$ cat src/rtl/tfn_pkg.sv
// Shared types, constants and the face corner table for the face normal generator.
`timescale 1ns / 1ps
package tfn_pkg;

    localparam int COORD_BITS_DEF       = 16;
    localparam int NORMAL_FRAC_BITS_DEF = 14;
    localparam int FIELD_W              = 16;
    localparam int QUEUE_DEPTH          = 4;

    localparam logic [1:0] FACE_LAST = 2'd3;

    typedef struct packed {
        logic signed [FIELD_W-1:0] v0_x;
        logic signed [FIELD_W-1:0] v0_y;
        logic signed [FIELD_W-1:0] v0_z;
        logic signed [FIELD_W-1:0] v1_x;
        logic signed [FIELD_W-1:0] v1_y;
        logic signed [FIELD_W-1:0] v1_z;
        logic signed [FIELD_W-1:0] v2_x;
        logic signed [FIELD_W-1:0] v2_y;
        logic signed [FIELD_W-1:0] v2_z;
        logic signed [FIELD_W-1:0] v3_x;
        logic signed [FIELD_W-1:0] v3_y;
        logic signed [FIELD_W-1:0] v3_z;
    } t_in;

    typedef struct packed {
        logic [1:0]                face_number;
        logic signed [FIELD_W-1:0] normal_x;
        logic signed [FIELD_W-1:0] normal_y;
        logic signed [FIELD_W-1:0] normal_z;
        logic                      degenerate;
        logic                      last_face;
    } t_out;

    // Queue fill state seen by the front end
    typedef struct packed {
        logic                              empty;
        logic [$clog2(QUEUE_DEPTH+1)-1:0]  count;
    } t_qstat;

    // Corner of a face: faces (0,1,2), (0,2,3), (0,3,1), (1,3,2)
    function automatic logic [1:0] corner_of(input logic [1:0] face, input logic [1:0] slot);
        logic [5:0] row;
        row = 6'd0;
        unique case (face)
            2'd0:    row = {2'd0, 2'd1, 2'd2};
            2'd1:    row = {2'd0, 2'd2, 2'd3};
            2'd2:    row = {2'd0, 2'd3, 2'd1};
            default: row = {2'd1, 2'd3, 2'd2};
        endcase
        unique case (slot)
            2'd0:    corner_of = row[5:4];
            2'd1:    corner_of = row[3:2];
            default: corner_of = row[1:0];
        endcase
    endfunction

endpackage

$ cat src/rtl/tfn_queue.sv
// Small FIFO of classified faces between the front and back ends.
`timescale 1ns / 1ps
module tfn_queue
    import tfn_pkg::*;
#(
    parameter int WIDTH = 8
) (
    input  logic             i_clk,
    input  logic             i_rst_n,
    input  logic             i_push,
    input  logic [WIDTH-1:0] i_wdata,
    input  logic             i_pop,
    output logic [WIDTH-1:0] o_rdata,
    output t_qstat           o_stat
);
    localparam int AW = $clog2(QUEUE_DEPTH);
    localparam int CW = $clog2(QUEUE_DEPTH+1);

    logic [WIDTH-1:0] r_mem [QUEUE_DEPTH];
    logic [AW-1:0]    r_wp, r_rp;
    logic [CW-1:0]    r_cnt;

    // Store entries
    always_ff @(posedge i_clk) begin
        if (i_push) begin
            r_mem[r_wp] <= i_wdata;
        end
    end

    // Advance pointers and count
    always_ff @(posedge i_clk) begin
        if (!i_rst_n) begin
            r_wp  <= '0;
            r_rp  <= '0;
            r_cnt <= '0;
        end else begin
            if (i_push) r_wp <= r_wp + AW'(1);
            if (i_pop)  r_rp <= r_rp + AW'(1);
            r_cnt <= r_cnt + CW'(i_push) - CW'(i_pop);
        end
    end

    assign o_rdata      = r_mem[r_rp];
    assign o_stat.count = r_cnt;
    assign o_stat.empty = (r_cnt == '0);

    a_no_overflow: assert property (@(posedge i_clk) disable iff (!i_rst_n)
        (r_cnt == CW'(QUEUE_DEPTH)) |-> !i_push || i_pop)
        else $error("face queue overflow");
    a_no_underflow: assert property (@(posedge i_clk) disable iff (!i_rst_n)
        i_pop |-> (r_cnt != '0))
        else $error("face queue underflow");
endmodule

$ cat config.mk
export PLATFORM = sky130hd
export DESIGN_NAME = tfn_queue
export DESIGN_NICKNAME = d
export VERILOG_FILES = /design/src/rtl/tfn_pkg.sv /design/src/rtl/tfn_queue.sv
export SDC_FILE = /design/constraint.sdc
export NUM_CORES = 1
export LEC_CHECK = 0
export BUFFER_PORTS_ARGS = -buffer_cell sky130_fd_sc_hd__buf_2
export CAP_MARGIN = 40
export CORE_UTILIZATION = 49
export CTS_CLUSTER_SIZE = 12
export DETAILED_ROUTE_END_ITERATION = 7
export PLACE_DENSITY_LB_ADDON = 0.25
export SKIP_CTS_REPAIR_TIMING = 1
export SYNTH_ARGS = -nofsm -noshare
export SYNTH_HDL_FRONTEND = slang
export SYNTH_SLANG_ARGS = --single-unit
$ cat constraint.sdc
create_clock -name i_clk -period 1.6 [get_ports i_clk]
set_input_delay 0 -clock i_clk [delete_from_list [all_inputs] [get_ports i_clk]]
set_output_delay 0 -clock i_clk [all_outputs]
set_load 0.01 [all_outputs]
# Word level (Yosys, flattened, before mapping)
# Memories as Yosys holds them, arrays and structs flattened. A register that Yosys moved wholly into a read port is not among the register bits.
# Index checks and enable logic that the tools add are counted.
# totals
input_bits	12
memories	1
ramBits	32
reg_bits	7
rom_bits	0
output_inout_bits	12
latch_bits	0
# classes
multipliers	0
addsub	4
bitwise	0
shifts	0
eq_ne	0
magnitude_cmp	0
reduce_logical	1
div	0
mux	4
# mem_list
name	words	word_bits	rd	rd_clocked_by_memory_dff	write_ports	line_no	rtl
r_mem	4	8	1	1	1	tfn_queue.sv:19	logic [WIDTH-1:0] r_mem [QUEUE_DEPTH];
# ops
operator	count
2-bit by 1-bit adder with 2-bit output, second input constant	2
2-bit 2-to-1 mux	2
3-bit by 1-bit adder with 3-bit output	1
3-bit zero test	1
3-bit by 1-bit subtractor with 3-bit output	1
1-bit 2-to-1 mux	2

# Longest topological paths before layout
# depth
depth_word	3
depth_mapped	7

# Least setup slack after synthesis
# Ideal clock, no wire load.
# synth_path
path_kind	register to register
start	register r_cnt[0]
end	register r_cnt[2]
stages_incl_launch_ff	8
arrival_ns	1.682
setup_slack_ns	-0.146
path_buffers	0
setup_ns	0.064
required_time_ns	1.536
synth_period_minus_slack_ns	1.746
cell_sequence	dfxtp_1 inv_1 ha_1 inv_1 ha_1 fa_1 xor3_1 nor2_1
# synth_via
elab_chain_len	2
# synth_rtl
item	line_no	rtl
from (decl)	tfn_queue.sv:21	logic [CW-1:0] r_cnt;
from (signal assigned)	tfn_queue.sv:39	r_cnt <= r_cnt + CW'(i_push) - CW'(i_pop);
3-bit by 1-bit adder with 3-bit output	tfn_queue.sv:39	
3-bit by 1-bit subtractor with 3-bit output	tfn_queue.sv:39	
# Every way passes these cells.
# A chain may end at the register's enable or synchronous reset.

# Worst setup path in the final report
# layout_path
start	register r_cnt[0]
end	register r_cnt[1]
# The elaborated chain is that of the path after synthesis.

==> run metrics <==
slowest CP cell=fa_2; DP Cell Count=roughly 150; Tot GR Track Use=0.165; row count=20; RR Endpoint=r_cnt[1]; most common cell after layout, fill and taps aside=edfxtp_1; # DRC=0; Reg clk slew, reported paths=approximately 0.11 ns; drt pass-1 iters=4; H-tree depth=2; vias in the first global route=approximately 800; cell mode on critical path=inv_1; register-to-register setup slack=0.06 ns; grt total ovfl=0; Final HPWL DP=1690 um; final hold vios=0; Final setup viols=0; max-slew violations=0; Diodes inserted=0; Power Density=1160 nW/um^2; Period Utilization, post-route=0.964; Die H=slightly below 60 um; Ys Warns=0; Yosys cell types=17; CP startpoint kind=flop; worst-path cell chain=inv_1, ha_1, inv_1, ha_4, fa_2, and2_1; #FFs+latches synth=approximately 40; R2R cell count=6; Final #Nets=approximately 150; Starting Density=0.518; maximum buffer depth of the clock tree=2; commonest non-fill, non-tap cells in the layout=edfxtp_1, buf_2, dlygate4sd3_1; Worst Tran Pin Value=about 0.45 ns; worst rel slew slack=0.699; Area growth, synth to finish=25.5%; sequential area share after synthesis=0.716; Tot Pwr=between 2 and 2.5 mW; syn_nets=approximately 100; Max VDD drop=between 700 and 800 uV; Worst Skew=approximately 0.0072 ns; DR iter-0 viols=17; Seq. cell area=1150 um^2; Post-Route Utilization=0.650; synthesized instance count=between 80 and 90; Hold Crit Class=input pin to flop; Buffers on Ports=23; Leak Pwr=roughly 0.75 nW; Setup crit end=r_cnt[1]; GP Congestion=0.779; post-route ant nets=0; routed len/inst=about 14 um; crit path from=r_cnt[0]; layout cells sized above 1=0.388; Clk Latency, worst-skew pair=~0.35 ns; max_cap viols=0; first-pass GRT wire length=around 3800 um; Final Cell Area=2000 um^2; Fill cells=between 200 and 250; largest net degree at the start of global routing=15; core area=between 3000 and 4000 um^2; CTS Sinks=41; Top Ports=24; number of buffers created by CTS=5; CTS tree=yes; CP Capture Type=flop; post-synthesis cell area=1590 um^2; RR Startpoint=r_cnt[0]; Max FO, Critical Path=2; Crit path required time=1.85 ns; hold wc startpoint=i_push; fin cells=~170; WL final=around 2500 um; Die Wd=around 60 um; initial antenna violation count=0; highest clock rate=0.649 GHz; setup TNS=0 ns; via/cell ratio=4.80; status=finished, final reports clean; Root Buffer=clkbuf_4; multi-input combinational cell area=425 um^2; Max stage delay on crit path=between 0.4 and 0.5 ns; crit path DAT=1.79 ns; die area=about 3500 um^2; fin crit period=1.54 ns; routed vias=~830; Mapped Avg Cell Area=between 15 and 20 um^2; kind of critical path=flop to flop; Placed Area=roughly 1800 um^2
metrics by stage:
step,worst slack [ns],hold slack [ns]
final,0.0581,0.0265
after global routing,-0.00406,0.0306
after CTS,-0.0996,-0.156
after detailed placement,0.0332,0.223
after global placement,0.0828,0.213
after floorplan,0.0611,0.0989
cell usage after synthesis (all sizes together):
library cell,n,area (um^2)
edfxtp,32,961
nor2,5,18.8
xor3,1,23.8
xnor2,2,17.5
a21bo,1,10.0
inv,7,26.3
clkbuf,1,5.00
a21oi,1,5.00
dfxtp,9,180
buf,1,11.3
mux2i,1,10.0
nor3,1,5.00
ha,6,75.1
mux4,8,180
nand3b,1,7.51
fa,1,20.0
and2,6,37.5
power breakdown:
| part | internal (mW) | leakage (nW) | switching (mW) |
|---|---|---|---|
| logic | 0.219 | 0.343 | 0.165 |
| registers | 1.22 | 0.369 | 0.0448 |
| clock network | 0.331 | 0.0414 | 0.336 |
sequential cells by signal (all words and copies together) (netlist names), named ones only:
register  count
r_cnt         3
r_mem        32
r_rp          2
r_wp          2
layout make-up:
cell class | count | area share
Sequential cell | 41 | 0.573
Tap cell | 44 | 0.0275
Inverter | 7 | 0.0131
Clock inverter | 3 | 0.0231
Multi-Input combinational cell | 34 | 0.213
Timing Repair Buffer | 39 | 0.132
Clock buffer | 5 | 0.0188
worst min-delay path by stage:
stage,depth (start not counted),endpoint,slack (ns)
floorplan,0,r_mem[0][0],0.1
finish,3,r_wp[0],0.03
CTS,1,r_mem[3][5],-0.16
global placement,1,r_mem[2][4],0.21
detailed placement,1,r_mem[0][5],0.22
global route,3,r_wp[0],0.03
kinds of logic (layout without fill, tap and decap cells):
family | count (synthesis) | in the layout | share of synthesized area
flip-flops | 41 | 41 | 0.716
AND/OR/NAND/NOR | 13 | 13 | 0.0432
XOR/XNOR | 3 | 3 | 0.0259
buffers and inverters | 9 | 54 | 0.0267
AO/OA/AOI/OAI | 2 | 2 | 0.00942
adder cells (fa/ha/maj) | 7 | 7 | 0.0597
multiplexers | 9 | 9 | 0.119
worst max-delay path, delay by kind of cell, from the launching register on:
family | cells | cell delay, ns
buffers and inverters | 2 | 0.13
adders and majority gates | 3 | 0.83
and+or+nand+nor | 1 | 0.16
DFF | 1 | 0.34
metal layers:
layer  vias up  global-route usage  wire length, um
met4         0               0.102               53
met2        19               0.276             1290
met5         -                   0                0
met3         7              0.0480               87
met1       403               0.188             1050
li1        402                   -                -
(Power assumes the default switching activity.)
