$ cat src/rtl/tfn_pkg.sv
// Shared types, constants and the face corner table for the face normal generator.
`timescale 1ns / 1ps
package tfn_pkg;

    localparam int COORD_BITS_DEF       = 16;
    localparam int NORMAL_FRAC_BITS_DEF = 14;
    localparam int FIELD_W              = 16;
    localparam int QUEUE_DEPTH          = 4;

    localparam logic [1:0] FACE_LAST = 2'd3;

    typedef struct packed {
        logic signed [FIELD_W-1:0] v0_x;
        logic signed [FIELD_W-1:0] v0_y;
        logic signed [FIELD_W-1:0] v0_z;
        logic signed [FIELD_W-1:0] v1_x;
        logic signed [FIELD_W-1:0] v1_y;
        logic signed [FIELD_W-1:0] v1_z;
        logic signed [FIELD_W-1:0] v2_x;
        logic signed [FIELD_W-1:0] v2_y;
        logic signed [FIELD_W-1:0] v2_z;
        logic signed [FIELD_W-1:0] v3_x;
        logic signed [FIELD_W-1:0] v3_y;
        logic signed [FIELD_W-1:0] v3_z;
    } t_in;

    typedef struct packed {
        logic [1:0]                face_number;
        logic signed [FIELD_W-1:0] normal_x;
        logic signed [FIELD_W-1:0] normal_y;
        logic signed [FIELD_W-1:0] normal_z;
        logic                      degenerate;
        logic                      last_face;
    } t_out;

    // Queue fill state seen by the front end
    typedef struct packed {
        logic                              empty;
        logic [$clog2(QUEUE_DEPTH+1)-1:0]  count;
    } t_qstat;

    // Corner of a face: faces (0,1,2), (0,2,3), (0,3,1), (1,3,2)
    function automatic logic [1:0] corner_of(input logic [1:0] face, input logic [1:0] slot);
        logic [5:0] row;
        row = 6'd0;
        unique case (face)
            2'd0:    row = {2'd0, 2'd1, 2'd2};
            2'd1:    row = {2'd0, 2'd2, 2'd3};
            2'd2:    row = {2'd0, 2'd3, 2'd1};
            default: row = {2'd1, 2'd3, 2'd2};
        endcase
        unique case (slot)
            2'd0:    corner_of = row[5:4];
            2'd1:    corner_of = row[3:2];
            default: corner_of = row[1:0];
        endcase
    endfunction

endpackage

$ cat src/rtl/tfn_back.sv
// Back end: scales each cross product to unit length, one result bit per cycle per lane.
`timescale 1ns / 1ps
module tfn_back
    import tfn_pkg::*;
#(
    parameter int COORD_BITS       = COORD_BITS_DEF,
    parameter int NORMAL_FRAC_BITS = NORMAL_FRAC_BITS_DEF,
    parameter int EW               = 8
) (
    input  logic          i_clk,
    input  logic          i_rst_n,
    input  logic          i_winding_ccw,
    input  logic [EW-1:0] i_entry,
    input  t_qstat        i_qstat,
    output logic          o_pop,
    output logic          o_out_valid,
    input  logic          i_out_ready,
    output t_out          o_out_data
);
    localparam int F  = NORMAL_FRAC_BITS;
    localparam int C  = 2 * (COORD_BITS + 1) + 1;
    localparam int SW = 2 * C + 2;
    localparam int WP = 2 * C + 2 * F + 7;
    localparam int KW = $clog2(F + 1);
    localparam int NW = (F + 2 > FIELD_W) ? F + 2 : FIELD_W;

    logic [1:0]     e_face;
    logic [2:0]     e_sg;
    logic [2*C-1:0] e_sq [3];
    logic [SW-1:0]  e_sum;
    assign {e_face, e_sg, e_sq[0], e_sq[1], e_sq[2], e_sum} = i_entry;

    logic                 r_busy, r_done;
    logic [KW-1:0]        r_k;
    logic [1:0]           r_face;
    logic [2:0]           r_sg;
    logic                 r_dg;
    logic signed [WP-1:0] r_ss;
    logic signed [WP-1:0] r_p [3], r_qs [3], r_r [3];
    logic [F:0]           r_t [3];
    logic signed [WP-1:0] w_try [3];
    logic signed [WP-1:0] w_s;
    logic                 w_emit;
    logic signed [NW-1:0] w_n [3];
    logic                 r_ov;
    t_out                 r_od;

    assign w_s    = WP'(e_sum);
    assign o_pop  = !r_busy && !i_qstat.empty;
    assign w_emit = r_done && (!r_ov || i_out_ready);

    // Trial value (2t-1)^2 * S for each lane with the current bit set
    always_comb begin
        for (int i = 0; i < 3; i++) begin
            w_try[i] = r_p[i] + r_qs[i] + r_ss;
        end
    end

    // Signed, fallback and winding applied to the finished magnitudes
    always_comb begin
        for (int i = 0; i < 3; i++) begin
            w_n[i] = NW'(r_t[i]);
            if (r_sg[i]) w_n[i] = -w_n[i];
            if (r_dg) w_n[i] = (i == 0) ? (NW'(1) <<< F) : '0;
            if (!i_winding_ccw) w_n[i] = -w_n[i];
        end
    end

    // Control of the iteration
    always_ff @(posedge i_clk) begin
        if (!i_rst_n) begin
            r_busy <= 1'b0;
            r_done <= 1'b0;
        end else if (o_pop) begin
            r_busy <= 1'b1;
            r_done <= 1'b0;
        end else if (r_busy && !r_done) begin
            if (r_k == '0) r_done <= 1'b1;
        end else if (w_emit) begin
            r_busy <= 1'b0;
            r_done <= 1'b0;
        end
    end

    // Load a face, then decide one bit of each component a cycle
    always_ff @(posedge i_clk) begin
        if (o_pop) begin
            r_k    <= KW'(F);
            r_face <= e_face;
            r_sg   <= e_sg;
            r_dg   <= (e_sum == '0);
            r_ss   <= w_s <<< (2 * F + 2);
            for (int i = 0; i < 3; i++) begin
                r_p[i]  <= w_s;
                r_qs[i] <= -(w_s <<< (F + 2));
                r_r[i]  <= WP'(e_sq[i]) <<< (2 * F + 2);
                r_t[i]  <= '0;
            end
        end else if (r_busy && !r_done) begin
            r_k  <= r_k - KW'(1);
            r_ss <= r_ss >>> 2;
            for (int i = 0; i < 3; i++) begin
                if (w_try[i] <= r_r[i]) begin
                    r_p[i]      <= w_try[i];
                    r_qs[i]     <= (r_qs[i] + (r_ss <<< 1)) >>> 1;
                    r_t[i][r_k] <= 1'b1;
                end else begin
                    r_qs[i] <= r_qs[i] >>> 1;
                end
            end
        end
    end

    // Output register
    always_ff @(posedge i_clk) begin
        if (!i_rst_n) begin
            r_ov <= 1'b0;
        end else if (w_emit) begin
            r_ov <= 1'b1;
        end else if (i_out_ready) begin
            r_ov <= 1'b0;
        end
    end

    always_ff @(posedge i_clk) begin
        if (w_emit) begin
            r_od.face_number <= r_face;
            r_od.normal_x    <= w_n[0][FIELD_W-1:0];
            r_od.normal_y    <= w_n[1][FIELD_W-1:0];
            r_od.normal_z    <= w_n[2][FIELD_W-1:0];
            r_od.degenerate  <= r_dg;
            r_od.last_face   <= (r_face == FACE_LAST);
        end
    end

    assign o_out_valid = r_ov;
    assign o_out_data  = r_od;

    a_done_busy: assert property (@(posedge i_clk) disable iff (!i_rst_n)
        r_done |-> r_busy)
        else $error("finished flag without a face in work");
    a_load_k: assert property (@(posedge i_clk) disable iff (!i_rst_n)
        o_pop |=> (r_k == KW'(F)) && r_busy && !r_done)
        else $error("bit counter not restarted on load");
    a_degen: assert property (@(posedge i_clk) disable iff (!i_rst_n)
        (o_out_valid && o_out_data.degenerate) |->
        (o_out_data.normal_y == '0) && (o_out_data.normal_z == '0))
        else $error("fallback normal has off-axis parts");
endmodule

$ cat config.mk
export PLATFORM = sky130hd
export DESIGN_NAME = tfn_back
export DESIGN_NICKNAME = d
export VERILOG_FILES = /design/src/rtl/tfn_pkg.sv /design/src/rtl/tfn_back.sv
export SDC_FILE = /design/constraint.sdc
export NUM_CORES = 2
export LEC_CHECK = 0
export ABC_AREA = 1
export BUFFER_PORTS_ARGS = -buffer_cell sky130_fd_sc_hd__buf_2
export CORE_AREA = 2 2 423 592
export DETAILED_ROUTE_END_ITERATION = 16
export DIE_AREA = 0 0 425 594
export PLACE_DENSITY = 0.61
export SYNTH_ARGS = -nofsm -noshare
export SYNTH_HDL_FRONTEND = slang
export SYNTH_SLANG_ARGS = --single-unit
export TNS_END_PERCENT = 20
$ cat constraint.sdc
create_clock -name i_clk -period 14.8 [get_ports i_clk]
set_input_delay 0.74 -clock i_clk [delete_from_list [all_inputs] [get_ports i_clk]]
set_output_delay 0.74 -clock i_clk [all_outputs]
set_load 0.01 [all_outputs]
==> Yosys cells after proc, flatten, opt, wreduce, memory -nomap -nowiden <==
Memories as Yosys holds them, arrays and structs flattened.
Cells that the tools add are included.
{ "totals": {"ramBits": 675, "wordCells": 208, "reg_bits": 95, "memories": 3, "in_bits": 16} }
{ "memory_table": {"columns": ["memory", "words", "word_bits", "read_ports", "rd_clocked_by_memory_dff", "write_ports", "line_no", "text"], "rows": [
  ["r_p", 3, 105, 3, 0, 3, "tfn_back.sv:39", "logic signed [WP-1:0] r_p [3], r_qs [3], r_r [3];"],
  ["r_qs", 3, 105, 3, 0, 3, "tfn_back.sv:39", null],
  ["r_t", 3, 15, 3, 0, 3, "tfn_back.sv:40", "logic [F:0] r_t [3];"]
]} }
{ "op_classes": {"eq_ne": 2, "reduce_logical": 18, "n_addsub": 14, "mux": 100, "n_bitwise": 55, "order_cmp": 5} }
{ "op_table": {"columns": ["cell", "count"], "rows": [
  ["$mux 105", 9],
  ["$add 105x105->105", 3],
  ["$add 105x39->105", 3],
  ["$add 105x40->105", 3],
  ["$le 105x105->1 const B", 3],
  ["$neg 24->105", 1],
  ["$mux 15", 6],
  ["$mux 1", 79],
  ["$mux 38", 2],
  ["$logic_not 72->1", 1],
  ["$or 1x1->1", 54],
  ["$mux 16", 3],
  ["$neg 16->16", 3],
  ["$reduce_bool 2->1", 4],
  ["$lt 4x5->1 const B", 1],
  ["$demux 1 s4", 1],
  ["$ge 4x1->1 const B", 1],
  ["$logic_and 1x1->1", 4],
  ["$logic_not 1->1", 4],
  ["$logic_not 4->1", 1],
  ["$ne 2x2->1 const B", 2],
  ["$reduce_and 2->1", 2],
  ["$sub 4x1->4 const B", 1],
  ["$reduce_or 2->1", 1],
  ["other kinds (2)", 2]
]} }

==> Longest topological paths before layout <==
An unclocked memory read counts as a cell.
{ "depth": {"word_depth": 10, "ltp_mapped": 32, "mapped_depth_nobuf": 32} }

==> Least setup slack after synthesis <==
No wires, ideal clock.
{ "synth_path": {"path_type": "input to register", "from": "input port i_qstat[3] (netlist name)", "to": "memory r_qs[0][0] (netlist name) (enable)", "t_arrival_ns": 10.290, "cell_stages": 4, "path_buffers": 1, "path_slack_ns": 3.696, "setup_time_ns": 0.814, "required_time_ns": 13.986, "cell_sequence": "nor2_1 > nor2_1 > inv_1 > clkbuf_1"} }
{ "synth_rtl": {"columns": ["element", "line_no", "text"], "rows": [
  ["start, declared", "tfn_back.sv:14", "input t_qstat i_qstat,"],
  ["end, declared", "tfn_back.sv:39", null]
]} }

==> results.md <==
Power and ir drop:
- The clock network is responsible for 10.0% of the overall power.
- Across the VDD grid, the largest voltage drop is 0.1574 mV.
- The areal power density over the cells is 266.4 nW/um^2.
- For this design the static power due to leakage is 0.04829 uW.
- The internal power component is 10100 uW.
- The fraction of power spent switching nets is 59.51%.
- For this design the total switching power over the nets is 14840 uW.
- The sequential fraction of design power is 17.6%.
- The combinational cell fraction of total power is 72.4%.

Detailed routing:
- The detailed router finished its first iteration with 7498 violations.
- The via count is 89110.
- The post-route DRC violation count is 0.
- The count of TritonRoute iterations in the first routing pass is 8.
- In this run the remaining antenna-violating nets after routing total 0.
- In the final routed layout, each cell accounts on average for 23.93 um.
- The wire length reported by the detailed router is 413.5 mm.
- The average vias per placed instance is 5.156.

Setup path:
- The number of buffers and inverters on the critical path is 4.
- The critical path startpoint category is a flip-flop.
- The maximum net fanout on the critical path is 56.
- The largest individual stage delay along the critical path comes from the cell sky130_fd_sc_hd__edfxtp_1.
- For the worst setup path, the data arrival time is 9.13 ns.
- In this design, the stage delay of the slowest critical-path cell is 0.77 ns.
- The endpoint required time on the critical path is 15.39 ns.
- The critical path is of the flip-flop to flip-flop type.
- The startpoint of the lowest-slack register-to-register path is r_ss[31].
- In this run the register-to-register setup slack is 6.27 ns.
- The critical path's top delay family is simple AND/OR/NAND/NOR gates.
- The worst setup path is captured at a flip-flop.
- The endpoint of the worst-slack reg-to-reg timing path is r_p[0][217].
- The most used cell along the critical path is sky130_fd_sc_hd__nand2_1.
- The length in cells of the worst reg-to-reg path is 25.

Synth:
- The most area-hungry cell type in the Yosys netlist is sky130_fd_sc_hd__edfxtp_1.
- The total standard cell area after synthesis is 86030 um^2.
- Yosys printed 0 warnings.
- The synthesized design contains 733 enable-type register cells.
- The share of async-settable or async-resettable flops after synthesis is 0%.
- The synthesized design contains 770 register bits.
- In the synthesized netlist, the cells that appear most often are sky130_fd_sc_hd__nand2_1 (4699), sky130_fd_sc_hd__inv_1 (2873), sky130_fd_sc_hd__nor2_1 (1476).
- The gate count after technology mapping is 13860.
- Yosys attributes the largest share of cell area to sky130_fd_sc_hd__edfxtp_1 (26%), sky130_fd_sc_hd__nand2_1 (21%), sky130_fd_sc_hd__inv_1 (13%).
- The dominant cell by count in the synthesized netlist is sky130_fd_sc_hd__nand2_1.
- The top cell type's share of synthesized area is 25.59%.
- The prevailing post-synth register cell is sky130_fd_sc_hd__edfxtp_1.
- The number of unique standard cell types used by synthesis is 60.
- The sequential cell area fraction in the yosys report is 26.45%.
- Dividing the synthesized area by the synthesized cell count gives 6.209 um^2.

Clock tree:
- The cts-stage hold buffer count is 0.
- The number of setup buffers added after CTS is 0.
- The tree is rooted in a sky130_fd_sc_hd__clkbuf_16.
- The number of clock sinks seen by CTS is 770.
- The number of levels in the clock H-tree is 3.
- The number of clock buffers inserted by TritonCTS is 93.
- After clock tree synthesis, the clock-pin slew on the worst setup and hold paths is 0.07 ns.
- TritonCTS built the clock tree.
- Once the clock tree was built, the resizer swapped 0 gates to a different size.
- In this run the deepest clock path goes through 3 buffers.
- The later pin in the worst-skew pair is clocked with a latency of 0.79 ns.

Timing:
- Setup repair after global routing left no endpoint under its margin.
- Headroom to the max-slew limit came out at 19.94%.
- The shortest clock period the worst path allows after layout is 8.535 ns.
- The final max-slew violation count is 0.
- After routing, the total negative slack on setup checks comes to 0 ns.
- The slack of the critical path is 6.265 ns.
- Setup violations remaining at the end of the flow were counted as 0.
- For this run, the top clock speed supported by timing is 117.2 MHz.
- The clock skew is 0.04280 ns.
- The number of failing hold endpoints at the final stage came to 0.
- Dividing the final minimum period by the clock period gives 57.67%.
- At the pin with the least slew margin, the transition time is 1.201 ns.

Placed design:
- Once detailed placement completed, the half-perimeter wirelength came to 351.2 mm.
- The placer congestion estimate is 1.044.
- The number of port buffers is 63.
- After detailed placement, the total cell area comes to 90470 um^2.
- The number of placed cells counting well taps is 17110.
- The worst slack at placement is 6.292 ns.

Floorplanning:
- The starting density of the core is 34.83%.
- The I/O pin count is 70.
- The die covers 252500 um^2.
- The horizontal extent of the die is 425 um.
- In this run the vertical extent of the chip is 594 um.
- The count of standard-cell rows is 216.
- The core outline area is 247000 um^2.

GRT:
- Entering global routing, the biggest net connects 151 pins.
- The via count of the first global-routing pass is 86950.
- For this run the aggregate overflow at the end of global routing stands at 0.
- The initial antenna violation count was 13.
- In the global route stage, overall resource usage came out at 31.89%.
- The first-pass GRT wire length is 586.5 mm.

Cells and area:
- The post-route standard cell area excluding fillers is 93610 um^2.
- The growth of design area from synthesis to finish is 8.815%.
- The count of nets after finishing is 14700.
- Fill cells in the final layout number 27880.
- The share of post-route cells with drive strength above 1 is 2.834%.
- The final instance count without filler cells is 17280.

Min path:
- Counting instances, the worst hold path has a depth of 3.
- The end point of the worst hold path is r_busy.
- The startpoint identified for the worst hold timing path is i_rst_n.
- The class of the tightest hold or removal check is input pin to flip-flop.

Run:
- The number of max-cap violations is 0.

Status:
- The run finished with clean final reports.
-- logic make-up after synthesis --
group           count (synthesis)  synth area share (%)
compound gates               1450                 9.219
xor+xnor                      338                 3.441
fa+ha+maj                     751                 11.97
buf+inv                      3060                 13.48
flops                         770                 26.45
other cells                     1              0.004359
simple gates                 7485                 35.44
-- through the flow --
step	power [uW]	hold slack (ns)	utilization (%)
finish	24940	0.2417	37.90
global route	26970	0.2453	37.89
CTS	24780	0.2013	37.89
detailed placement	22210	0.5007	36.62
global placement	22180	0.4831	36.62
floorplan	15810	0.4244	-
-- how the worst max path moves through the flow --
stage                     startpoint          end  slack (ns)  cells past startpoint
after global placement      r_ss[20]  r_p[0][217]        6.37                     26
after global routing        r_ss[22]   r_p[0][46]        5.94                     25
after floorplan           i_qstat[3]   r_qs[0][0]        3.70                      4
after detailed placement    r_ss[14]  r_p[0][217]        6.29                     25
after CTS                   r_ss[14]  r_p[0][217]        6.28                     25
final                       r_ss[31]  r_p[0][217]        6.27                     25
-- power groups by stage --
| stage | registers (uW) | logic [uW] | clock network [uW] |
|---|---|---|---|
| final | 4390 | 18100 | 2490 |
| after detailed placement | 4410 | 17800 | 0 |
| after global placement | 4400 | 17800 | 0 |
| after global routing | 4420 | 20000 | 2590 |
| after floorplan | 4050 | 11800 | 0 |
| after CTS | 4370 | 17900 | 2520 |
-- area by class of cell --
cell class	count	area, um^2	area share (%)
Clock buffer	114	2467	2.636
Multi-Input combinational cell	10030	51790	55.32
Clock inverter	57	660.6	0.7057
Timing Repair Buffer	147	970.9	1.037
Antenna cell	7	17.52	0.01871
Tap cell	3270	4091	4.370
Inverter	2892	10870	11.61
Sequential cell	770	22750	24.30
-- registers in the layout (all words and copies together) (netlist names) --
register / cells
r_done: 1
r_ss: 38
r_k: 4
r_t: 45
r_p: 315
o_out_data: 49
r_qs: 315
r_dg: 1
o_out_valid: 1
r_busy: 1
-- worst register-to-register path, cell delays in order, from the launching register on --
cell                       delay (ns)
sky130_fd_sc_hd__edfxtp_1        0.77
sky130_fd_sc_hd__buf_4           0.40
sky130_fd_sc_hd__fa_1            0.48
sky130_fd_sc_hd__ha_1            0.38
sky130_fd_sc_hd__nand2_1         0.18
sky130_fd_sc_hd__nor2_1          0.10
sky130_fd_sc_hd__nand2_1         0.11
sky130_fd_sc_hd__inv_1           0.08
sky130_fd_sc_hd__a21oi_1         0.36
sky130_fd_sc_hd__nand2_1         0.34
sky130_fd_sc_hd__nand2_1         0.21
sky130_fd_sc_hd__nand2_1         0.11
sky130_fd_sc_hd__nand2_1         0.22
sky130_fd_sc_hd__nand2_1         0.14
sky130_fd_sc_hd__nand2_1         0.09
sky130_fd_sc_hd__nand3_1         0.08
sky130_fd_sc_hd__xnor2_1         0.46
sky130_fd_sc_hd__nor2_1          0.18
sky130_fd_sc_hd__nand3_1         0.32
sky130_fd_sc_hd__nand2_2         0.43
sky130_fd_sc_hd__nand2_4         0.52
sky130_fd_sc_hd__nand3_4         0.61
sky130_fd_sc_hd__inv_2           0.58
sky130_fd_sc_hd__buf_4           0.61
sky130_fd_sc_hd__nand2_1         0.39
sky130_fd_sc_hd__o21ai_0         0.20
-- layout by cell type, fill, tap and decap left out, drive strengths merged, types with 46 or more instances in the layout --
cell type | Yosys | layout
inv | 2888 | 2894
o21ai | 527 | 527
nand3 | 616 | 616
nor3 | 244 | 244
xor2 | 201 | 201
nor4 | 95 | 95
xnor2 | 137 | 137
a21oi | 624 | 624
edfxtp | 733 | 733
clkbuf | 91 | 114
nand3b | 47 | 47
o21bai | 56 | 56
fa | 120 | 120
nand2 | 4702 | 4702
a31oi | 71 | 71
o22ai | 46 | 46
nand4 | 188 | 188
buf | 77 | 147
nor2 | 1481 | 1481
ha | 631 | 631
or2 | 71 | 71
-- per-layer routing --
layer | global-route usage, % | wire length (um) | share of wire, %
met5 | 0 | 50 | 0.012
met4 | 26.95 | 41860 | 10
met3 | 3.651 | 20980 | 5.1
met2 | 55.33 | 199200 | 48
met1 | 34.52 | 151400 | 37
(Power assumes the default switching activity.)
