## src/rtl/tfn_pkg.sv

```systemverilog
// Shared types, constants and the face corner table for the face normal generator.
`timescale 1ns / 1ps
package tfn_pkg;

    localparam int COORD_BITS_DEF       = 16;
    localparam int NORMAL_FRAC_BITS_DEF = 14;
    localparam int FIELD_W              = 16;
    localparam int QUEUE_DEPTH          = 4;

    localparam logic [1:0] FACE_LAST = 2'd3;

    typedef struct packed {
        logic signed [FIELD_W-1:0] v0_x;
        logic signed [FIELD_W-1:0] v0_y;
        logic signed [FIELD_W-1:0] v0_z;
        logic signed [FIELD_W-1:0] v1_x;
        logic signed [FIELD_W-1:0] v1_y;
        logic signed [FIELD_W-1:0] v1_z;
        logic signed [FIELD_W-1:0] v2_x;
        logic signed [FIELD_W-1:0] v2_y;
        logic signed [FIELD_W-1:0] v2_z;
        logic signed [FIELD_W-1:0] v3_x;
        logic signed [FIELD_W-1:0] v3_y;
        logic signed [FIELD_W-1:0] v3_z;
    } t_in;

    typedef struct packed {
        logic [1:0]                face_number;
        logic signed [FIELD_W-1:0] normal_x;
        logic signed [FIELD_W-1:0] normal_y;
        logic signed [FIELD_W-1:0] normal_z;
        logic                      degenerate;
        logic                      last_face;
    } t_out;

    // Queue fill state seen by the front end
    typedef struct packed {
        logic                              empty;
        logic [$clog2(QUEUE_DEPTH+1)-1:0]  count;
    } t_qstat;

    // Corner of a face: faces (0,1,2), (0,2,3), (0,3,1), (1,3,2)
    function automatic logic [1:0] corner_of(input logic [1:0] face, input logic [1:0] slot);
        logic [5:0] row;
        row = 6'd0;
        unique case (face)
            2'd0:    row = {2'd0, 2'd1, 2'd2};
            2'd1:    row = {2'd0, 2'd2, 2'd3};
            2'd2:    row = {2'd0, 2'd3, 2'd1};
            default: row = {2'd1, 2'd3, 2'd2};
        endcase
        unique case (slot)
            2'd0:    corner_of = row[5:4];
            2'd1:    corner_of = row[3:2];
            default: corner_of = row[1:0];
        endcase
    endfunction

endpackage

```

## src/rtl/tfn_front.sv

```systemverilog
// Front end: takes tetrahedra, walks the four faces and forms cross products and squares.
`timescale 1ns / 1ps
module tfn_front
    import tfn_pkg::*;
#(
    parameter int COORD_BITS = COORD_BITS_DEF,
    parameter int EW         = 8
) (
    input  logic          i_clk,
    input  logic          i_rst_n,
    input  logic          i_in_valid,
    output logic          o_in_ready,
    input  t_in           i_in_data,
    input  t_qstat        i_qstat,
    output logic          o_push,
    output logic [EW-1:0] o_entry
);
    localparam int D  = COORD_BITS + 1;
    localparam int P  = 2 * D;
    localparam int C  = P + 1;
    localparam int SW = 2 * C + 2;
    localparam int CW = $clog2(QUEUE_DEPTH+1);

    t_in        r_item;
    logic       r_have;
    logic [1:0] r_face;

    logic signed [COORD_BITS-1:0] w_co  [12];
    logic signed [D-1:0]          n_ab [3], n_bc [3];
    logic [1:0]                   w_a, w_b, w_c;
    logic                         w_issue;
    logic [CW-1:0]                w_inflight;

    // Pipeline registers
    logic                r_v0, r_v1, r_v2, r_v3;
    logic [1:0]          r_f0, r_f1, r_f2, r_f3;
    logic signed [D-1:0] r_ab [3], r_bc [3];
    logic signed [P-1:0] r_pr [6];
    logic signed [C-1:0] r_cr [3];
    logic [2*C-1:0]      r_sq [3];
    logic [2:0]          r_sg;
    logic [SW-1:0]       w_sum;

    logic [FIELD_W-1:0] w_held [12];
    assign w_held = '{r_item.v0_x, r_item.v0_y, r_item.v0_z,
                      r_item.v1_x, r_item.v1_y, r_item.v1_z,
                      r_item.v2_x, r_item.v2_y, r_item.v2_z,
                      r_item.v3_x, r_item.v3_y, r_item.v3_z};

    // Narrow or widen each held coordinate to COORD_BITS
    for (genvar j = 0; j < 12; j++) begin : g_co
        if (COORD_BITS <= FIELD_W) begin : g_narrow
            assign w_co[j] = w_held[j][COORD_BITS-1:0];
        end else begin : g_wide
            assign w_co[j] = {{(COORD_BITS-FIELD_W){1'b0}}, w_held[j]};
        end
    end

    // Issue a face only when the queue is sure to have room for it
    assign w_inflight = CW'(r_v0) + CW'(r_v1) + CW'(r_v2) + CW'(r_v3);
    assign w_issue    = r_have && ((i_qstat.count + w_inflight) < CW'(QUEUE_DEPTH));
    assign o_in_ready = !r_have || (w_issue && (r_face == FACE_LAST));

    // Edge vectors of the current face
    always_comb begin
        w_a = corner_of(r_face, 2'd0);
        w_b = corner_of(r_face, 2'd1);
        w_c = corner_of(r_face, 2'd2);
        for (int i = 0; i < 3; i++) begin
            n_ab[i] = D'(w_co[4'(w_b*3+i)]) - D'(w_co[4'(w_a*3+i)]);
            n_bc[i] = D'(w_co[4'(w_c*3+i)]) - D'(w_co[4'(w_b*3+i)]);
        end
    end

    // Hold the tetrahedron and step through its faces
    always_ff @(posedge i_clk) begin
        if (!i_rst_n) begin
            r_have <= 1'b0;
            r_face <= '0;
        end else if (i_in_valid && o_in_ready) begin
            r_have <= 1'b1;
            r_face <= '0;
        end else if (w_issue) begin
            r_face <= r_face + 2'd1;
            if (r_face == FACE_LAST) r_have <= 1'b0;
        end
    end

    always_ff @(posedge i_clk) begin
        if (i_in_valid && o_in_ready) r_item <= i_in_data;
    end

    // Valid bits of the arithmetic pipeline
    always_ff @(posedge i_clk) begin
        if (!i_rst_n) begin
            r_v0 <= 1'b0;
            r_v1 <= 1'b0;
            r_v2 <= 1'b0;
            r_v3 <= 1'b0;
        end else begin
            r_v0 <= w_issue;
            r_v1 <= r_v0;
            r_v2 <= r_v1;
            r_v3 <= r_v2;
        end
    end

    // Edges, products, cross product, squares
    always_ff @(posedge i_clk) begin
        r_f0 <= r_face;
        r_f1 <= r_f0;
        r_f2 <= r_f1;
        r_f3 <= r_f2;
        for (int i = 0; i < 3; i++) begin
            r_ab[i] <= n_ab[i];
            r_bc[i] <= n_bc[i];
        end
        r_pr[0] <= r_ab[1] * r_bc[2];
        r_pr[1] <= r_ab[2] * r_bc[1];
        r_pr[2] <= r_ab[2] * r_bc[0];
        r_pr[3] <= r_ab[0] * r_bc[2];
        r_pr[4] <= r_ab[0] * r_bc[1];
        r_pr[5] <= r_ab[1] * r_bc[0];
        for (int i = 0; i < 3; i++) begin
            r_cr[i] <= C'(r_pr[2*i]) - C'(r_pr[2*i+1]);
            r_sq[i] <= (2*C)'(r_cr[i] * r_cr[i]);
            r_sg[i] <= r_cr[i][C-1];
        end
    end

    assign w_sum   = SW'(r_sq[0]) + SW'(r_sq[1]) + SW'(r_sq[2]);
    assign o_push  = r_v3;
    assign o_entry = {r_f3, r_sg, r_sq[0], r_sq[1], r_sq[2], w_sum};

    a_room: assert property (@(posedge i_clk) disable iff (!i_rst_n)
        (i_qstat.count + w_inflight) <= CW'(QUEUE_DEPTH))
        else $error("faces in flight exceed queue room");
endmodule

```

## config.mk

```make
export PLATFORM = sky130hd
export DESIGN_NAME = tfn_front
export DESIGN_NICKNAME = d
export VERILOG_FILES = /design/src/rtl/tfn_pkg.sv /design/src/rtl/tfn_front.sv
export SDC_FILE = /design/constraint.sdc
export NUM_CORES = 1
export LEC_CHECK = 0
export ABC_AREA = 1
export BUFFER_PORTS_ARGS = -buffer_cell sky130_fd_sc_hd__buf_2
export CORE_UTILIZATION = 61
export CTS_CLUSTER_SIZE = 30
export DETAILED_ROUTE_END_ITERATION = 16
export PLACE_DENSITY = 0.82
export SLEW_MARGIN = 20
export SYNTH_ARGS = -nofsm -noshare
export SYNTH_HDL_FRONTEND = slang
export SYNTH_SLANG_ARGS = --single-unit
```

## constraint.sdc

```tcl
create_clock -name i_clk -period 4.7 [get_ports i_clk]
set_input_delay 0.235 -clock i_clk [delete_from_list [all_inputs] [get_ports i_clk]]
set_output_delay 0.235 -clock i_clk [all_outputs]
set_load 0.02 [all_outputs]
```

Word-level counts from Yosys, hierarchy flattened
Memory sizes are Yosys's and may differ from the RTL's.
Index checks and enable logic that the tools add are counted.
- add/sub/neg operators: 22
- multipliers: 12
- $lt $le $gt $ge: 10
- equality and inequality tests: 3
- multiplexer cells: 31
- bitwise gates (word level): 10
- reductions and logical operators: 10
- operator list (operator ; count):
    16-bit binary-select mux with 4-bit select ; 9
    16-bit two-way mux ; 18
    35-bit by 35-bit multiplier with 70-bit output ; 3
    17-bit by 17-bit multiplier with 34-bit output ; 6
    34-bit by 34-bit subtractor with 35-bit output ; 3
    16-bit by 16-bit subtractor with 17-bit output ; 6
    5-bit >= comparator (second input constant) ; 9
    4-bit inverter with 5-bit output ; 9
    8-bit adder ; 2
    5-bit one-hot mux with 3 select lines ; 1
    4-bit by 1-bit adder with 4-bit output (second input constant) ; 3
    4-bit by 2-bit adder with 4-bit output (second input constant) ; 3
    2-bit by 2-bit multiplier with 4-bit output (second input constant) ; 3
    2-bit equality test (second input constant) ; 2
    2-bit nonzero test ; 2
    2-bit by 1-bit adder with 3-bit output ; 1
    3-bit by 1-bit adder with 3-bit output ; 1
    3-bit adder ; 1
    1-bit logical AND ; 3
    3-bit less-than comparator (second input constant) ; 1
    1-bit two-way mux ; 3
    1-bit by 1-bit adder with 2-bit output ; 1
    2-bit by 1-bit adder with 2-bit output (second input constant) ; 1
    2-bit by 1-bit equality test with 1-bit output (second input constant) ; 1
    other kinds (6) ; 6
- bits in registers: 199
- RAM bits: 621
- bits of input ports: 199
- output and inout port bits: 10
- memories kept: 5
- memories (name ; depth ; width ; read ports ; clocked after memory_dff ; wr ports ; RTL line ; RTL):
    r_sq ; 3 ; 70 ; 3 ; 0 ; 3 ; tfn_front.sv:40 ; logic [2*C-1:0] r_sq [3];
    r_pr ; 6 ; 34 ; 6 ; 0 ; 6 ; tfn_front.sv:38 ; logic signed [P-1:0] r_pr [6];
    r_cr ; 3 ; 35 ; 3 ; 0 ; 3 ; tfn_front.sv:39 ; logic signed [C-1:0] r_cr [3];
    r_ab ; 3 ; 17 ; 3 ; 0 ; 3 ; tfn_front.sv:37 ; logic signed [D-1:0] r_ab [3], r_bc [3];
    r_bc ; 3 ; 17 ; 3 ; 0 ; 3 ; tfn_front.sv:37 ;

Depth between registers and ports, before layout
Gate-level depths: netlist of the first run.
- depth after elaboration: 11
- mapped depth: 24
- gate-level depth less buffers: 19

Worst setup path before layout of the first run
OpenSTA, ideal clock, no wires.
- path kind: reg2reg
- from: register r_v3, in the netlist o_push
- to: register r_item[0] (netlist name) (enable)
- data arrival time: 3750 ps
- setup slack: 513 ps
- stages on the path, launching flop included: 12
- buffers on the path: 0
- cells stage by stage: dfxtp_1 fa_1 ha_1 nand2_1 inv_1 o21ai_1 nand2_1 nand2_1 nand2_1 o21ai_1 nand2_1 inv_1
- cells in the longest elaborated chain, start to end: 7
- ends and longest elaborated chain (element ; RTL line ; RTL):
    start, declared ; tfn_front.sv:35 ; logic r_v0, r_v1, r_v2, r_v3;
    start signal, assigned ; tfn_front.sv:104 ; r_v3 <= r_v2;
    3-bit by 1-bit adder with 3-bit output ; tfn_front.sv:60 ; assign w_inflight = CW'(r_v0) + CW'(r_v1) + CW'(r_v2) + CW'(r_v3);
    3-bit adder ; tfn_front.sv:61 ; assign w_issue = r_have && ((i_qstat.count + w_inflight) < CW'(QUEUE_DEPTH));
    3-bit less-than comparator ; tfn_front.sv:61 ;
    1-bit logical AND ; tfn_front.sv:61 ;
    1-bit logical AND ; tfn_front.sv:62 ; assign o_in_ready = !r_have || (w_issue && (r_face == FACE_LAST));
    1-bit logical OR ; tfn_front.sv:62 ;
    via o_in_ready ; tfn_front.sv:12 ; output logic o_in_ready,
    1-bit logical AND ; tfn_front.sv:90 ; if (i_in_valid && o_in_ready) r_item <= i_in_data;
    end signal, assigned ; tfn_front.sv:90 ;
    end, declared ; tfn_front.sv:24 ; t_in r_item;
The timed path passes the listed nets, and every way through them passes these cells.
A chain may end at the register's enable or synchronous reset.

==> results of run 1 <==
## sequential cells by signal, indices dropped and copies added, names as in the netlist
register  flops
r_bc         21
r_v1          1
r_item       84
o_push        1
r_have        1
r_v2          1
r_v0          1
r_pr         42
r_cr         21
r_ab         21
r_sq         21
r_face        2
## through the flow
stage	area, µm²	utilization (%)
after floorplan	19060	-
after CTS	21310	69.47
after global routing	21310	69.47
final	21310	69.47
after global placement	19560	63.78
after detailed placement	19560	63.78
## power breakdown
group / leakage, nW / internal, mW / switching (mW) / total [mW]
clock: 0.430 / 1.24 / 0.834 / 2.07
sequential: 1.92 / 2.79 / 0.737 / 3.53
combinational: 9.18 / 4.92 / 6.46 / 11.4
total: 11.5 / 8.94 / 8.03 / 17.0
## logic make-up (layout without fill, tap and decap cells)
logic type | after synthesis | in the layout | synth area share [%]
buffers and inverters | 660 | 781 | 14.22
AND/OR/NAND/NOR | 603 | 603 | 12.46
multiplexers | 2 | 2 | 0.1051
flip-flops | 217 | 217 | 27.21
XOR/XNOR | 86 | 86 | 3.953
AO/OA/AOI/OAI | 449 | 449 | 12.90
adder cells (fa/ha/maj) | 383 | 383 | 29.13
other | 1 | 3 | 0.01968
## worst max-delay path, delay by kind of cell (launching register included)
family	cells	cell delay [ns]
adders and majority gates	7	2.61
xor gates and xnor gates	4	0.72
and+or+nand+nor	1	0.14
buffers and inverters	1	0.11
DFF	1	0.47
## per-layer routing
| layer | up-vias | GRT usage, % | share of wire, % |
|---|---|---|---|
| li1 | 7686 | - | - |
| met3 | 196 | 4.283 | 7.0 |
| met5 | - | 0 | 0 |
| met1 | 7354 | 33.78 | 37 |
| met4 | 0 | 16.45 | 5.9 |
| met2 | 709 | 56.91 | 50 |
## layout by cell type (no fill, tap or decap), types with 48 or more instances in the layout
master / instances
sky130_fd_sc_hd__o21ai_0: 182
sky130_fd_sc_hd__ha_1: 280
sky130_fd_sc_hd__dlygate4sd3_1: 87
sky130_fd_sc_hd__edfxtp_1: 84
sky130_fd_sc_hd__buf_2: 99
sky130_fd_sc_hd__a21oi_1: 152
sky130_fd_sc_hd__nand3_1: 71
sky130_fd_sc_hd__fa_1: 101
sky130_fd_sc_hd__nor2_1: 60
sky130_fd_sc_hd__inv_1: 520
sky130_fd_sc_hd__dfxtp_1: 133
sky130_fd_sc_hd__xor2_1: 48
sky130_fd_sc_hd__nand2_1: 463
## worst min path at each step
stage / to / slack [ns] / cells after the start
2_1_floorplan: o_push$_SDFF_PN0_ / 0.33 / 2
5_1_grt: r_v0$_SDFF_PN0_ / 0.22 / 5
3_5_place_dp: r_item[118]$_DFFE_PP_ / 0.41 / 1
3_3_place_gp: r_item[65]$_DFFE_PP_ / 0.41 / 1
6_report: r_v0$_SDFF_PN0_ / 0.17 / 5
4_1_cts: r_v0$_SDFF_PN0_ / 0.16 / 5
## layout make-up
| type | instances | share of cell area, % |
|---|---|---|
| tap | 396 | 2.326 |
| clock inverter | 17 | 1.010 |
| inverter | 527 | 9.302 |
| clock buffer | 28 | 3.089 |
| timing repair buffer | 209 | 7.400 |
| sequential | 217 | 24.34 |
| multi-input combinational | 1526 | 52.54 |
==> run_summary.xml, run 1 <==
<?xml version="1.0" encoding="UTF-8"?>
<metrics>
  <group name="status">
    <metric name="run_status" unit="">complete, no violations</metric>
  </group>
  <group name="synthesis">
    <metric name="synth.avg_cell_area" unit="µm²">7.937</metric>
    <metric name="most_repeated_cell_in_the_gate_level_netlist_after_synthesis" unit="">sky130_fd_sc_hd__inv_1</metric>
    <metric name="ys_dominant_reg_cell" unit="">sky130_fd_sc_hd__dfxtp_1</metric>
    <metric name="synth.yosys.seq_area_share" unit="%">27.21</metric>
    <metric name="synth_edf_count" unit="">84</metric>
    <metric name="post_synth_top_cells" unit="">521 x sky130_fd_sc_hd__inv_1, 463 x sky130_fd_sc_hd__nand2_1, 282 x sky130_fd_sc_hd__ha_1</metric>
    <metric name="synth_top_area_share" unit="%">18.52</metric>
    <metric name="synth_area_leaders" unit="">sky130_fd_sc_hd__ha_1 19%, sky130_fd_sc_hd__dfxtp_1 14%, sky130_fd_sc_hd__edfxtp_1 13%, sky130_fd_sc_hd__fa_1 11%, sky130_fd_sc_hd__inv_1 10%</metric>
    <metric name="synth_seq_cells" unit="">217</metric>
    <metric name="syn_area" unit="µm²">19060</metric>
    <metric name="synth.largest_area_cell" unit="">sky130_fd_sc_hd__ha_1</metric>
    <metric name="yosysWarningCount" unit="">0</metric>
    <metric name="async_flop_share" unit="%">0</metric>
    <metric name="syn_inst" unit="">2401</metric>
    <metric name="number_of_library_cell_types_mapped_by_synthesis" unit="">42</metric>
  </group>
  <group name="clock_tree">
    <metric name="post_cts_gate_resize_count" unit="">0</metric>
    <metric name="htreeDepth" unit="">1</metric>
    <metric name="insertion_delay" unit="ns">0.55</metric>
    <metric name="clk_pin_slew_worst_paths" unit="ns">0.06</metric>
    <metric name="cts-root-buf" unit="">sky130_fd_sc_hd__clkbuf_16</metric>
    <metric name="cts_hold_buffers" unit="">87</metric>
    <metric name="cts.path.max_buffers" unit="">3</metric>
    <metric name="cts_inserted_buffers" unit="">25</metric>
    <metric name="tritoncts" unit="">done</metric>
    <metric name="post_cts_setup_repair_buffer_count" unit="">0</metric>
    <metric name="cts.sink_count" unit="">217</metric>
  </group>
  <group name="setup_path">
    <metric name="worst_case_reg_to_reg_path_depth" unit="">13</metric>
    <metric name="crit_start" unit="">r_cr[0][0]$_DFF_P_</metric>
    <metric name="crit_path_end" unit="">r_sq[0][7]$_DFF_P_</metric>
    <metric name="timing.rr.start" unit="">r_cr[0][0]$_DFF_P_</metric>
    <metric name="startpoint_type" unit="">flop</metric>
    <metric name="worst-path-max-fanout" unit="">8</metric>
    <metric name="worst_setup_path_type" unit="">reg -&gt; reg</metric>
    <metric name="crit_path_cell_trace" unit="">nand2_1 -&gt; fa_1 -&gt; inv_1 -&gt; fa_1 -&gt; ha_1 -&gt; ha_1 -&gt; ha_1 -&gt; fa_1 -&gt; fa_1 -&gt; xnor2_1 -&gt; xor2_1 -&gt; xor2_1 -&gt; xor2_1</metric>
    <metric name="max_stage_delay" unit="ns">0.51</metric>
    <metric name="crit_path_frequent_cell" unit="">sky130_fd_sc_hd__fa_1</metric>
    <metric name="r2r-end" unit="">r_sq[0][7]$_DFF_P_</metric>
    <metric name="timing.critical_path.slowest_stage_cell" unit="">sky130_fd_sc_hd__fa_1</metric>
    <metric name="cp_data_required_time" unit="ns">5.18</metric>
    <metric name="critPathCaptureType" unit="">flop</metric>
    <metric name="critical_path_arrival" unit="ns">4.60</metric>
    <metric name="setup.reg_to_reg.worst_slack" unit="ns">0.58</metric>
  </group>
  <group name="floorplan">
    <metric name="placeable_core_region" unit="µm²">30670</metric>
    <metric name="fp.dieArea" unit="µm²">31950</metric>
    <metric name="die_height" unit="µm">178.7</metric>
    <metric name="ios" unit="">209</metric>
    <metric name="floorplan.rows" unit="">64</metric>
    <metric name="die_width" unit="µm">178.7</metric>
    <metric name="start_util" unit="%">62.13</metric>
  </group>
  <group name="sta">
    <metric name="setup_slack" unit="ns">0.5795</metric>
    <metric name="hold_viol" unit="">0</metric>
    <metric name="setup-violations-final" unit="">0</metric>
    <metric name="tns" unit="ns">0</metric>
    <metric name="skew" unit="ns">0.02356</metric>
    <metric name="report.final.slew_viol_count" unit="">0</metric>
    <metric name="worst_pin_slew" unit="ns">0.8034</metric>
    <metric name="final.period_utilization" unit="%">87.67</metric>
    <metric name="timing.final.crit_period" unit="ns">4.120</metric>
    <metric name="grt_setup_unrepaired" unit="">no</metric>
    <metric name="slew-limit-headroom" unit="%">46.38</metric>
    <metric name="fmaxAchievable" unit="GHz">0.2427</metric>
    <metric name="finalHoldWorstSlack" unit="ns">0.1747</metric>
  </group>
  <group name="routing">
    <metric name="drc_errors" unit="">0</metric>
    <metric name="number_of_nets_with_antenna_violations_after_routing" unit="">0</metric>
    <metric name="vias" unit="">15950</metric>
    <metric name="viasPerCell" unit="">5.461</metric>
    <metric name="first_pass_iters" unit="">7</metric>
    <metric name="detailedRoute.firstIterationViolations" unit="">1477</metric>
    <metric name="drt-wirelength-per-cell" unit="µm">16.43</metric>
    <metric name="wirelength" unit="mm">47.96</metric>
  </group>
  <group name="global_route">
    <metric name="grt_use_total" unit="%">30.74</metric>
    <metric name="global_route_wire_length_before_repair" unit="mm">77.49</metric>
    <metric name="grt-ovfl-total" unit="">0</metric>
    <metric name="pin_count_of_the_biggest_net_entering_global_routing" unit="">159</metric>
    <metric name="antenna_found_initial" unit="">0</metric>
    <metric name="grt_pass1_vias" unit="">16320</metric>
  </group>
  <group name="cells_and_area">
    <metric name="finish.net_count" unit="">3088</metric>
    <metric name="diodes" unit="">0</metric>
    <metric name="final_cells" unit="">2920</metric>
    <metric name="syn_to_final_growth" unit="%">11.81</metric>
    <metric name="multi_input_comb_area" unit="µm²">11190</metric>
    <metric name="layout_cells_sized_above_1" unit="%">7.290</metric>
    <metric name="fill_cells" unit="">2317</metric>
    <metric name="area.sequential" unit="µm²">5185</metric>
  </group>
  <group name="placement">
    <metric name="portBuffers" unit="">99</metric>
    <metric name="post_place_setup_slack" unit="ns">0.6011</metric>
    <metric name="place.gp.congestion" unit="">0.9669</metric>
    <metric name="place_inst" unit="">2788</metric>
    <metric name="dp_hpwl" unit="mm">33.99</metric>
  </group>
  <group name="worst_hold_path">
    <metric name="timing.hold.worst.start" unit="">i_qstat[2]</metric>
    <metric name="hold_path.class" unit="">in -&gt; reg</metric>
  </group>
  <group name="power">
    <metric name="post-layout-total-power" unit="mW">16.97</metric>
    <metric name="irDropWorstVdd" unit="V">0.0005912</metric>
    <metric name="static-leakage-power" unit="nW">11.53</metric>
    <metric name="p_per_area" unit="nW/µm²">796.6</metric>
  </group>
  <group name="run">
    <metric name="max_cap_violations" unit="">0</metric>
  </group>
</metrics>
Note: power is estimated with default switching activity, not from simulation.
==> run 2, diff against run 1 <==
RECOVER_POWER = 25   (was unset)
==> run 2 against run 1 <==
Net effect:
- maximum frequency is the same
- sequential cell count is the same
- clock power is essentially flat
- clock skew grew 0.0030 ns
- global-route usage is the same
- final area is essentially flat
- via count grew 0.13%
- cell count is the same
- sequential share of layout area is essentially flat
- non-clock buffer count is the same
- largest power group unchanged
==> run_summary.xml, run 2 (synthesis results as in run 1) <==
<?xml version="1.0" encoding="UTF-8"?>
<metrics>
  <group name="power">
    <metric name="post-layout-total-power" unit="mW">16.98</metric>
    <metric name="static-leakage-power" unit="nW">11.52</metric>
    <metric name="irDropWorstVdd" unit="V">0.0005912</metric>
    <metric name="p_per_area" unit="nW/µm²">796.9</metric>
  </group>
  <group name="routing">
    <metric name="number_of_nets_with_antenna_violations_after_routing" unit="">0</metric>
    <metric name="vias" unit="">15970</metric>
    <metric name="drt-wirelength-per-cell" unit="µm">16.42</metric>
    <metric name="viasPerCell" unit="">5.468</metric>
    <metric name="wirelength" unit="mm">47.93</metric>
    <metric name="drc_errors" unit="">0</metric>
    <metric name="detailedRoute.firstIterationViolations" unit="">1480</metric>
    <metric name="first_pass_iters" unit="">8</metric>
  </group>
  <group name="floorplan">
    <metric name="start_util" unit="%">62.13</metric>
    <metric name="fp.dieArea" unit="µm²">31950</metric>
    <metric name="die_height" unit="µm">178.7</metric>
    <metric name="placeable_core_region" unit="µm²">30670</metric>
    <metric name="floorplan.rows" unit="">64</metric>
    <metric name="ios" unit="">209</metric>
    <metric name="die_width" unit="µm">178.7</metric>
  </group>
  <group name="cells_and_area">
    <metric name="layout_cells_sized_above_1" unit="%">7.171</metric>
    <metric name="largest_register_ffs" unit="">84</metric>
    <metric name="finish.net_count" unit="">3088</metric>
    <metric name="syn_to_final_growth" unit="%">11.79</metric>
    <metric name="diodes" unit="">0</metric>
    <metric name="final_core_density" unit="%">69.46</metric>
    <metric name="layout_commonest_cell" unit="">sky130_fd_sc_hd__inv_1</metric>
    <metric name="most_used_cells_in_the_layout_excluding_fill_and_tap_cells" unit="">520 x sky130_fd_sc_hd__inv_1, 463 x sky130_fd_sc_hd__nand2_1, 280 x sky130_fd_sc_hd__ha_1, 182 x sky130_fd_sc_hd__o21ai_0, 152 x sky130_fd_sc_hd__a21oi_1</metric>
    <metric name="final_cells" unit="">2920</metric>
    <metric name="largest_register" unit="">r_item</metric>
    <metric name="largest_registers" unit="">r_item (84), r_pr (42)</metric>
  </group>
  <group name="sta">
    <metric name="skew" unit="ns">0.02653</metric>
    <metric name="final.period_utilization" unit="%">87.67</metric>
    <metric name="grt_setup_unrepaired" unit="">no</metric>
    <metric name="hold_viol" unit="">0</metric>
    <metric name="tns" unit="ns">0</metric>
    <metric name="finalHoldWorstSlack" unit="ns">0.1725</metric>
    <metric name="report.final.slew_viol_count" unit="">0</metric>
    <metric name="fmaxAchievable" unit="GHz">0.2427</metric>
    <metric name="worst_pin_slew" unit="ns">0.7794</metric>
    <metric name="timing.final.crit_period" unit="ns">4.120</metric>
    <metric name="setup-violations-final" unit="">0</metric>
    <metric name="slew-limit-headroom" unit="%">48.04</metric>
  </group>
  <group name="global_route">
    <metric name="grt_use_total" unit="%">30.74</metric>
    <metric name="grt-ovfl-total" unit="">0</metric>
    <metric name="grt_pass1_vias" unit="">16320</metric>
    <metric name="global_route_wire_length_before_repair" unit="mm">77.49</metric>
    <metric name="pin_count_of_the_biggest_net_entering_global_routing" unit="">159</metric>
    <metric name="antenna_found_initial" unit="">0</metric>
  </group>
  <group name="worst_hold_path">
    <metric name="hold_path.class" unit="">in -&gt; reg</metric>
  </group>
  <group name="placement">
    <metric name="dp_hpwl" unit="mm">33.99</metric>
    <metric name="portBuffers" unit="">99</metric>
    <metric name="place.gp.congestion" unit="">0.9669</metric>
    <metric name="place_inst" unit="">2788</metric>
  </group>
  <group name="setup_path">
    <metric name="critPathCaptureType" unit="">flop</metric>
    <metric name="max_stage_delay" unit="ns">0.51</metric>
    <metric name="startpoint_type" unit="">flop</metric>
    <metric name="critical_path_arrival" unit="ns">4.60</metric>
    <metric name="cp_data_required_time" unit="ns">5.18</metric>
    <metric name="worst_setup_path_type" unit="">reg -&gt; reg</metric>
    <metric name="worst-path-max-fanout" unit="">8</metric>
    <metric name="worst_path_buffer_plus_inverter_count" unit="">1</metric>
    <metric name="crit_path_cell_trace" unit="">nand2_1 -&gt; fa_1 -&gt; inv_1 -&gt; fa_1 -&gt; ha_1 -&gt; ha_1 -&gt; ha_1 -&gt; fa_1 -&gt; fa_1 -&gt; xnor2_1 -&gt; xor2_1 -&gt; xor2_1 -&gt; xor2_1</metric>
    <metric name="timing.critical_path.slowest_stage_cell" unit="">sky130_fd_sc_hd__fa_1</metric>
    <metric name="crit_path_frequent_cell" unit="">sky130_fd_sc_hd__fa_1</metric>
    <metric name="kind_of_cell_adding_the_most_delay_to_the_critical_path" unit="">adder cells</metric>
  </group>
  <group name="clock_tree">
    <metric name="insertion_delay" unit="ns">0.55</metric>
    <metric name="post_cts_gate_resize_count" unit="">0</metric>
    <metric name="clk_pin_slew_worst_paths" unit="ns">0.06</metric>
    <metric name="cts.sink_count" unit="">217</metric>
    <metric name="htreeDepth" unit="">1</metric>
    <metric name="cts_inserted_buffers" unit="">25</metric>
    <metric name="cts-root-buf" unit="">sky130_fd_sc_hd__clkbuf_16</metric>
    <metric name="tritoncts" unit="">done</metric>
    <metric name="cts.path.max_buffers" unit="">3</metric>
  </group>
  <group name="run">
    <metric name="max_cap_violations" unit="">0</metric>
  </group>
  <group name="status">
    <metric name="run_status" unit="">complete, no violations</metric>
  </group>
</metrics>
run 2: path summary, 6_finish.rpt:
path	start	endpoint	slack (ns)	cells after the start
hold reg to reg	r_cr[0][70]$_DFF_P_	r_sq[0][140]$_DFF_P_	0.45	0
setup reg to reg	r_cr[0][0]$_DFF_P_	r_sq[0][7]$_DFF_P_	0.58	13
setup / recovery	r_cr[0][0]$_DFF_P_	r_sq[0][7]$_DFF_P_	0.58	13
hold / removal	i_qstat[2]	r_v0$_SDFF_PN0_	0.17	5
run 2: timing repair:
action,CTS,global route
endpoints found under the setup margin,0,0
setup buffers,0,0
hold endpoints to repair,91,0
hold buffers,87,0
run 2: metal layers:
layer	wire (µm)	GRT usage, %	vias to the layer above
met4	2877	16.45	0
met2	23930	56.91	712
met3	3404	4.283	201
met5	0	0	-
met1	17730	33.78	7367
li1	-	-	7686
run 2: power breakdown:
| group | leakage, nW | internal (mW) | switching, mW |
|---|---|---|---|
| clock network | 0.430 | 1.24 | 0.836 |
| registers | 1.92 | 2.79 | 0.737 |
| logic | 9.17 | 4.92 | 6.46 |
| total | 11.5 | 8.94 | 8.03 |
run 2: per-stage QoR:
step                      instance area [µm²]  worst slack [ns]
after floorplan                         19060            0.5126
after global placement                  19560            0.7005
after detailed placement                19560            0.6011
after CTS                               21310            0.5134
after global routing                    21300            0.2578
final                                   21300            0.5795
run 2: cell type report:
class / instances / area, µm²
clock buffer: 28 / 658.1
inverter: 527 / 1982
fill: 2320 / 9368
sequential: 217 / 5185
tap: 396 / 495.5
clock inverter: 17 / 215.2
timing repair buffer: 209 / 1573
multi-input combinational: 1526 / 11190
run 2: worst reg2reg max path, stage by stage, from the launching register on:
cell and delay [ns]:
sky130_fd_sc_hd__dfxtp_1 0.47, sky130_fd_sc_hd__nand2_1 0.14, sky130_fd_sc_hd__fa_1 0.39, sky130_fd_sc_hd__inv_1 0.11, sky130_fd_sc_hd__fa_1 0.45, sky130_fd_sc_hd__ha_1 0.20
sky130_fd_sc_hd__ha_1 0.30, sky130_fd_sc_hd__ha_1 0.31, sky130_fd_sc_hd__fa_1 0.51, sky130_fd_sc_hd__fa_1 0.46, sky130_fd_sc_hd__xnor2_1 0.20, sky130_fd_sc_hd__xor2_1 0.19
sky130_fd_sc_hd__xor2_1 0.19, sky130_fd_sc_hd__xor2_1 0.15
